===== src/design/swamd_pkg.sv =====
package swamd_pkg;

    // Fixed field and register geometry
    localparam int AXES            = 6;
    localparam int WIN_LEN_W       = 11;
    localparam int DISCARD_W       = 8;
    localparam int CFG_DATA_W      = 11;
    localparam int CFG_IDX_W       = 1;

    // Register indexes on the configuration port
    localparam logic [CFG_IDX_W-1:0] REG_WINDOW_LEN = 1'b0;
    localparam logic [CFG_IDX_W-1:0] REG_DISCARD    = 1'b1;

    // Register reset values
    localparam logic [WIN_LEN_W-1:0] WINDOW_LEN_RST = 11'd100;
    localparam logic [DISCARD_W-1:0] DISCARD_RST    = 8'd11;

    // Default sizing
    localparam int MAX_WINDOW_DEF  = 1024;
    localparam int SAMPLE_BITS_DEF = 16;
    localparam int LEN_W_DEF       = $clog2(MAX_WINDOW_DEF + 1);
    localparam int IDX_W_DEF       = $clog2(MAX_WINDOW_DEF + (1 << DISCARD_W));
    localparam int SUM_W_DEF       = SAMPLE_BITS_DEF + IDX_W_DEF;

endpackage


===== src/design/six_axis_window_mean_delta.sv =====
// Six-axis window averager. Each input beat carries one motion sample (accel x/y/z,
// gyro x/y/z, signed). Every window first drops discard_count samples, then sums
// window_len samples per axis; the beat that closes the window produces one output
// beat with the six means (sum / window_len, truncated toward zero) and the absolute
// change of each mean from the previous window's mean (from zero for the first window).
// window_len of zero acts as 1 and values above MAX_WINDOW act as MAX_WINDOW.
// A beat that does not close a window is accepted while the block is idle. A closing beat
// starts six divisions on one shared restoring divider, one quotient bit per cycle,
// and the block accepts no sample until all six are done. Dividends are SUM_W =
// SAMPLE_BITS + clog2(MAX_WINDOW + 256) bits wide.
// The result waits in an output register; samples keep flowing meanwhile, and only
// the next closing beat is held off until that result has been taken.
// Write the configuration registers only while no result is being computed.
module six_axis_window_mean_delta
    import swamd_pkg::*;
#(
    parameter int MAX_WINDOW  = MAX_WINDOW_DEF,
    parameter int SAMPLE_BITS = SAMPLE_BITS_DEF
) (
    input  logic                  i_clk,
    input  logic                  i_rst_n,
    // configuration write port
    input  logic                  i_cfg_we,
    input  logic [CFG_IDX_W-1:0]  i_cfg_index,
    input  logic [CFG_DATA_W-1:0] i_cfg_data,
    // sample stream
    input  logic                  i_s_axis_tvalid,
    output logic                  o_s_axis_tready,
    // fields from bit 0: accel_x, accel_y, accel_z, gyro_x, gyro_y, gyro_z
    input  logic [((AXES*SAMPLE_BITS+7)/8)*8-1:0] i_s_axis_tdata,
    // result stream
    output logic                  o_m_axis_tvalid,
    input  logic                  i_m_axis_tready,
    // fields from bit 0: mean_accel_x, mean_accel_y, mean_accel_z, mean_gyro_x,
    // mean_gyro_y, mean_gyro_z, change_accel_x, change_accel_y, change_accel_z,
    // change_gyro_x, change_gyro_y, change_gyro_z
    output logic [((2*AXES*SAMPLE_BITS+7)/8)*8-1:0] o_m_axis_tdata
);

    localparam int LEN_W   = $clog2(MAX_WINDOW + 1);
    localparam int IDX_W   = $clog2(MAX_WINDOW + (1 << DISCARD_W));
    localparam int CMP_W   = IDX_W + 1;
    localparam int SUM_W   = SAMPLE_BITS + IDX_W;
    localparam int AXIS_W  = $clog2(AXES);

    localparam logic [1:0] S_IDLE = 2'd0;
    localparam logic [1:0] S_LOAD = 2'd1;
    localparam logic [1:0] S_WAIT = 2'd2;

    logic [WIN_LEN_W-1:0]          r_win_len;
    logic [DISCARD_W-1:0]          r_discard;
    logic [IDX_W-1:0]              r_idx;
    logic signed [SUM_W-1:0]       r_sums [AXES];
    logic signed [SUM_W-1:0]       r_prev [AXES];
    logic [1:0]                    r_state;
    logic [AXIS_W-1:0]             r_axis;
    logic [LEN_W-1:0]              r_len;
    logic                          r_out_valid;
    logic [SAMPLE_BITS-1:0]        r_mean [AXES];
    logic [SAMPLE_BITS-1:0]        r_chg  [AXES];

    logic [LEN_W-1:0]              w_eff_len;
    logic                          w_take;
    logic                          w_close;
    logic                          w_in_fire;
    logic signed [SAMPLE_BITS-1:0] w_smp [AXES];
    logic signed [SUM_W-1:0]       w_cur_sum;
    logic [SUM_W-1:0]              w_mag;
    logic                          w_div_done;
    logic [SUM_W-1:0]              w_quot;
    logic signed [SUM_W-1:0]       w_mean;
    logic signed [SUM_W:0]         w_diff;
    logic [SUM_W:0]                w_absd;

    // Clamp the window length into 1 .. MAX_WINDOW
    always_comb begin
        if (r_win_len == '0) begin
            w_eff_len = LEN_W'(1);
        end else if (32'(r_win_len) > 32'(MAX_WINDOW)) begin
            w_eff_len = LEN_W'(MAX_WINDOW);
        end else begin
            w_eff_len = LEN_W'(r_win_len);
        end
    end

    // Sum once past the discard span; close when the window count is reached
    assign w_take  = r_idx >= IDX_W'(r_discard);
    assign w_close = (CMP_W'(r_idx) + CMP_W'(1)) >= (CMP_W'(r_discard) + CMP_W'(w_eff_len));

    // Hold off a closing beat while the previous result still waits
    assign o_s_axis_tready = (r_state == S_IDLE) && !(r_out_valid && w_close);
    assign w_in_fire       = i_s_axis_tvalid && o_s_axis_tready;

    always_comb begin
        for (int k = 0; k < AXES; k++) begin
            w_smp[k] = $signed(i_s_axis_tdata[k*SAMPLE_BITS +: SAMPLE_BITS]);
        end
    end

    // Divide magnitudes, restore the sign afterwards (truncation toward zero)
    assign w_cur_sum = r_sums[r_axis];
    assign w_mag     = w_cur_sum[SUM_W-1] ? SUM_W'(-w_cur_sum) : SUM_W'(w_cur_sum);

    swamd_div #(
        .DIVIDEND_W (SUM_W),
        .DIVISOR_W  (LEN_W)
    ) u_div (
        .i_clk      (i_clk),
        .i_rst_n    (i_rst_n),
        .i_start    (r_state == S_LOAD),
        .i_dividend (w_mag),
        .i_divisor  (r_len),
        .o_done     (w_div_done),
        .o_quot     (w_quot)
    );

    assign w_mean = w_cur_sum[SUM_W-1] ? -$signed(w_quot) : $signed(w_quot);
    assign w_diff = (SUM_W+1)'(w_mean) - (SUM_W+1)'(r_prev[r_axis]);
    assign w_absd = w_diff[SUM_W] ? (SUM_W+1)'(-w_diff) : (SUM_W+1)'(w_diff);

    always_ff @(posedge i_clk) begin
        if (!i_rst_n) begin
            r_win_len   <= WINDOW_LEN_RST;
            r_discard   <= DISCARD_RST;
            r_idx       <= '0;
            r_state     <= S_IDLE;
            r_axis      <= '0;
            r_out_valid <= 1'b0;
            for (int k = 0; k < AXES; k++) begin
                r_sums[k] <= '0;
                r_prev[k] <= '0;
            end
        end else begin
            if (i_cfg_we) begin
                unique case (i_cfg_index)
                    REG_WINDOW_LEN: r_win_len <= i_cfg_data[WIN_LEN_W-1:0];
                    REG_DISCARD:    r_discard <= i_cfg_data[DISCARD_W-1:0];
                    default:        ;
                endcase
            end

            // drop the result once the downstream beat completes
            if (r_out_valid && i_m_axis_tready) begin
                r_out_valid <= 1'b0;
            end

            unique case (r_state)
                S_IDLE: begin
                    if (w_in_fire) begin
                        if (w_take) begin
                            for (int k = 0; k < AXES; k++) begin
                                r_sums[k] <= r_sums[k] + SUM_W'(w_smp[k]);
                            end
                        end
                        if (w_close) begin
                            r_idx   <= '0;
                            r_len   <= w_eff_len;
                            r_axis  <= '0;
                            r_state <= S_LOAD;
                        end else begin
                            r_idx <= r_idx + IDX_W'(1);
                        end
                    end
                end
                S_LOAD: begin
                    r_state <= S_WAIT;
                end
                S_WAIT: begin
                    if (w_div_done) begin
                        r_prev[r_axis] <= w_mean;
                        r_sums[r_axis] <= '0;
                        if (r_axis == AXIS_W'(AXES - 1)) begin
                            r_out_valid <= 1'b1;
                            r_state     <= S_IDLE;
                        end else begin
                            r_axis  <= r_axis + AXIS_W'(1);
                            r_state <= S_LOAD;
                        end
                    end
                end
                default: r_state <= S_IDLE;
            endcase
        end
    end

    // Fill the output register one axis at a time; it is free while dividing
    always_ff @(posedge i_clk) begin
        if (r_state == S_WAIT && w_div_done) begin
            r_mean[r_axis] <= w_mean[SAMPLE_BITS-1:0];
            r_chg[r_axis]  <= w_absd[SAMPLE_BITS-1:0];
        end
    end

    // len is only ever loaded before use; keep it out of reset with the payload
    always_comb begin
        o_m_axis_tdata = '0;
        for (int k = 0; k < AXES; k++) begin
            o_m_axis_tdata[k*SAMPLE_BITS +: SAMPLE_BITS]        = r_mean[k];
            o_m_axis_tdata[(AXES+k)*SAMPLE_BITS +: SAMPLE_BITS] = r_chg[k];
        end
    end

    assign o_m_axis_tvalid = r_out_valid;

endmodule


===== src/design/swamd_div.sv =====
module swamd_div
    import swamd_pkg::*;
#(
    parameter int DIVIDEND_W = SUM_W_DEF,
    parameter int DIVISOR_W  = LEN_W_DEF
) (
    input  logic                  i_clk,
    input  logic                  i_rst_n,
    input  logic                  i_start,
    input  logic [DIVIDEND_W-1:0] i_dividend,
    input  logic [DIVISOR_W-1:0]  i_divisor,
    output logic                  o_done,
    output logic [DIVIDEND_W-1:0] o_quot
);

    localparam int CNT_W = $clog2(DIVIDEND_W + 1);

    logic                  r_busy;
    logic                  r_done;
    logic [CNT_W-1:0]      r_cnt;
    logic [DIVISOR_W-1:0]  r_rem;
    logic [DIVIDEND_W-1:0] r_quot;
    logic [DIVISOR_W-1:0]  r_div;

    logic [DIVISOR_W:0]    w_shift;
    logic [DIVISOR_W+1:0]  w_diff;
    logic                  w_ge;

    // One restoring step: bring down the next dividend bit, try a subtract
    assign w_shift = {r_rem, r_quot[DIVIDEND_W-1]};
    assign w_diff  = {1'b0, w_shift} - {2'b00, r_div};
    assign w_ge    = !w_diff[DIVISOR_W+1];

    always_ff @(posedge i_clk) begin
        if (!i_rst_n) begin
            r_busy <= 1'b0;
            r_done <= 1'b0;
            r_cnt  <= '0;
        end else begin
            r_done <= 1'b0;
            if (i_start) begin
                r_busy <= 1'b1;
                r_cnt  <= '0;
            end else if (r_busy) begin
                r_cnt <= r_cnt + CNT_W'(1);
                if (r_cnt == CNT_W'(DIVIDEND_W - 1)) begin
                    r_busy <= 1'b0;
                    r_done <= 1'b1;
                end
            end
        end
    end

    always_ff @(posedge i_clk) begin
        if (i_start) begin
            r_rem  <= '0;
            r_quot <= i_dividend;
            r_div  <= i_divisor;
        end else if (r_busy) begin
            r_rem  <= w_ge ? w_diff[DIVISOR_W-1:0] : w_shift[DIVISOR_W-1:0];
            r_quot <= {r_quot[DIVIDEND_W-2:0], w_ge};
        end
    end

    assign o_done = r_done;
    assign o_quot = r_quot;

endmodule

===== config.mk =====
export PLATFORM = sky130hd
export DESIGN_NAME = six_axis_window_mean_delta
export DESIGN_NICKNAME = d
export VERILOG_FILES = /design/src/design/swamd_pkg.sv /design/src/design/six_axis_window_mean_delta.sv /design/src/design/swamd_div.sv
export SDC_FILE = /design/constraint.sdc
export NUM_CORES = 1
export LEC_CHECK = 0
export BUFFER_PORTS_ARGS = -buffer_cell sky130_fd_sc_hd__buf_2
export CORE_MARGIN = 5
export CORE_UTILIZATION = 50
export DETAILED_ROUTE_END_ITERATION = 12
export PLACE_DENSITY = 0.77
export SLEW_MARGIN = 20
export SYNTH_ARGS = -nofsm -noshare
export SYNTH_HDL_FRONTEND = slang
export SYNTH_SLANG_ARGS = --single-unit

===== constraint.sdc =====
create_clock -name i_clk -period 13.5 [get_ports i_clk]
set_input_delay 2.025 -clock i_clk [delete_from_list [all_inputs] [get_ports i_clk]]
set_output_delay 2.025 -clock i_clk [all_outputs]
set_load 0.05 [all_outputs]

==> results_dict.tcl <==
set metrics [dict create \
    die_w_um 280 \
    finalCritPeriodShare 0.511 \
    yosys.area.top_type "edfxtp_1" \
    fin_nets 4086 \
    io_buffer_count 306 \
    synthDistinctLibCells 96 \
    grt_pass1_wl_um 151000 \
    cts_root_buf "clkbuf_16" \
    irDropWorstVdd_uv 88.2 \
    synth_ff_type "edfxtp_1" \
    finalSetupViolCount 0 \
    critPathBufInv 1 \
    synth_area_um2 36500 \
    track_usage 0.242 \
    cts-buffers-inserted 73 \
    synth_area_per_cell_um2 10.6 \
    rsz0062_at_grt "false" \
    tightest_slew_ps 1100 \
    post_drt_wl_per_cell_um 20.6 \
    synth_edf_count 457 \
    area_delta_synth_final_pct 13.8 \
    drt-initial-drc-count 2459 \
    grtUsageMet3 0.0344 \
    rrSetupSlack_ps 6600 \
    crit_fanout 56 \
    use_met2 0.409 \
    startpoint_type "flop" \
    async_reset_ff_frac 0 \
    drive_gt1_frac 0.156 \
    seq_area_frac_synth 0.496 \
    fin_crit_ps 6900 \
    cts_tree "done" \
    fmax_ghz 0.145 \
    synthTopCellsByArea "edfxtp_1, dfxtp_1, ha_1" \
    routed_wl_um 98100 \
    postCtsSetupBuffers 0 \
    hold_viol 0 \
    hold_path.class "reg -> reg" \
    via_per_inst 5.88 \
    ant_nets 0 \
    finalPower_mw 4.65 \
    synthesis.nets 3791 \
    tns_ps 0 \
    status "completed" \
    clk_latency_ps 650 \
    coreArea_um2 72700 \
    busiest_layer "met2" \
    drcViolationCount 0 \
    maxCapViolCount 0 \
    ctsResizeCount 0 \
    ctsHoldBuffers 0 \
    floorplan.rows 99 \
    synth_seq_cells 676 \
    pin_count 307 \
    slowest_delay_ps 920 \
    grt_start_max_net_pins 91 \
    vias 27968 \
    power.leakage_nw 16.2 \
    slew_headroom 0.260 \
    place_congestion 0.959 \
    grt_pass1_vias 27032 \
    dieArea_um2 78500 \
    grt-ovfl-total 0 \
    p_per_area_nw_per_um2 112 \
    path_cells "buf_4 -> mux4_2 -> a21o_1 -> o31ai_1 -> xnor2_1 -> ha_1 -> o21ai_1 -> a211oi_1 -> a22oi_1 -> a21oi_1 -> a21o_1 -> a31oi_1 -> o21ai_0 -> xnor2_1" \
    cp_data_arrival_time_ps 7260 \
    cp-end-kind "flop" \
    clock-sinks 676 \
    drv_slew 0 \
    cpMaxStageDelayCell "xnor2_1" \
    clockBufferDepth 3 \
    dpl.hpwl_um 67900 \
    path_clk_slew_ps 60 \
    worst_clock_skew_ps 51.9 \
    dr.pass1.iters 5 \
    ys_warn_count 0 \
    cts_max_level 3 \
    initial_core_util 0.502 \
    die_y_um 280 \
    fin_util 0.571 \
    filler_cell_count 5955 \
    critPathTopFamily "compound AO/OA/AOI/OAI gates" \
    antenna_found_initial 5 \
    netlist_instances 3439 \
    grtUsageMet1 0.316 \
    crit_type "reg -> reg" \
    worstPathRequired_ps 13860 \
    synthDominantCellAreaShare 0.376 \
]
[cell usage after synthesis, types with 6 or more instances]
cell type and number:
and2_1 10, a211oi_1 23, o21bai_1 30, a21boi_0 10, a31o_2 6, o21ai_0 132, xor2_1 77, a31oi_1 28
nand2_1 446, nor2_1 327, ha_1 230, o211ai_1 11, and4_1 8, mux2i_1 71, a21oi_1 336, o22ai_1 8
buf_2 33, o21ai_1 19, o221ai_1 6, or2_2 7, mux2_2 6, o21a_1 20, edfxtp_1 457, nor4_1 12
mux4_2 75, inv_1 124, dfxtp_1 219, fa_1 9, a21o_1 86, nand2b_1 26, nor3_1 55, xnor2_1 157
a311oi_1 8, and3_1 22, a211o_1 8, clkbuf_1 79, o31ai_1 11, or3_1 24, nand3_1 67, nor2b_1 33
nand4_1 21
[metal layers]
layer / up-vias / wire (um)
met1: 13442 / 39800
met3: 212 / 7050
met2: 1166 / 47600
met4: 0 / 3710
li1: 13148 / -
met5: - / 0
[per-stage QoR]
step	std cells	hold WS [ps]	worst slack [ps]	instance area, um^2
3_5_place_dp	4618	405	6920	39000
6_report	4758	418	6600	41500
5_1_grt	4755	423	6260	41500
4_1_cts	4751	418	6730	41500
2_1_floorplan	3439	400	7840	36500
3_3_place_gp	4618	401	7140	39000
[final cells by class]
type | count | area (um^2) | share of cell area
Clock inverter | 45 | 547 | 0.0132
Tap cell | 959 | 1200 | 0.0289
Sequential cell | 676 | 18100 | 0.437
Multi-Input combinational cell | 2511 | 17400 | 0.419
Clock buffer | 88 | 1930 | 0.0466
Antenna cell | 7 | 17.5 | 0.000422
Timing Repair Buffer | 343 | 1810 | 0.0436
Inverter | 129 | 487 | 0.0117
[final timing paths]
kind | startpoint | end | cells after the start
worst max-delay path | flop | r_chg[1][13]$_DFFE_PP_ | 14
worst min-delay path | r_len[6]$_DFFE_PP_ | u_div.r_div[6]$_DFFE_PP_ | 0
worst max register to register | flop | r_chg[1][13]$_DFFE_PP_ | 14
worst min register to register | r_len[6]$_DFFE_PP_ | u_div.r_div[6]$_DFFE_PP_ | 0
[registers in the layout, indices dropped and copies added (netlist names), 3 cells and up, named ones only]
name and cells:
r_mean 96, r_chg 96, r_axis 3, r_len 11
r_sums 162, u_div.r_cnt 5, r_idx 11, u_div.r_rem 11
u_div.r_div 11, r_discard 8, u_div.o_quot 27, r_prev 216
r_win_len 11
[cell families after synthesis]
logic type      Yosys count  share of synthesized area
mux                     155                     0.0694
simple gates           1084                      0.131
xor+xnor                234                     0.0562
fa+ha+maj               239                     0.0838
compound gates          798                      0.134
other cells               1                   0.000103
buf+inv                 252                     0.0283
flops                   676                      0.496
[placed cells by master (no fill, tap or decap), types with 9 or more instances in the layout]
cell,netlist,layout
a21oi_1,336,335
inv_1,124,123
a21boi_0,10,10
clkinv_1,4,13
clkbuf_1,79,10
or3_1,24,24
and3_1,22,22
nor2b_1,33,33
mux4_2,75,75
xor2_1,77,77
nor4_1,12,12
clkinv_2,0,11
a31oi_1,28,28
o21a_1,20,20
mux2i_1,71,71
nand4_1,21,21
o21ai_1,19,19
and2_1,10,10
o211ai_1,11,11
ha_1,230,230
clkbuf_16,0,73
nand2_1,446,443
xnor2_1,157,157
a211oi_1,23,23
o31ai_1,11,11
nand2b_1,26,24
buf_2,33,306
nor3_1,55,54
dfxtp_1,219,217
edfxtp_1,457,457
nor2_1,327,323
fa_1,9,9
o21ai_0,132,132
buf_4,4,37
nand3_1,67,67
o21bai_1,30,30
a21o_1,86,86
[power breakdown]
group / switching, mW / internal, mW / total (mW) / leakage, nW
registers: 0.0219 / 2.24 / 2.26 / 5.90
clock network: 0.871 / 1.18 / 2.05 / 1.19
logic: 0.206 / 0.137 / 0.343 / 9.14
total: 1.10 / 3.56 / 4.65 / 16.2
Power figures use the tool's default switching activity.
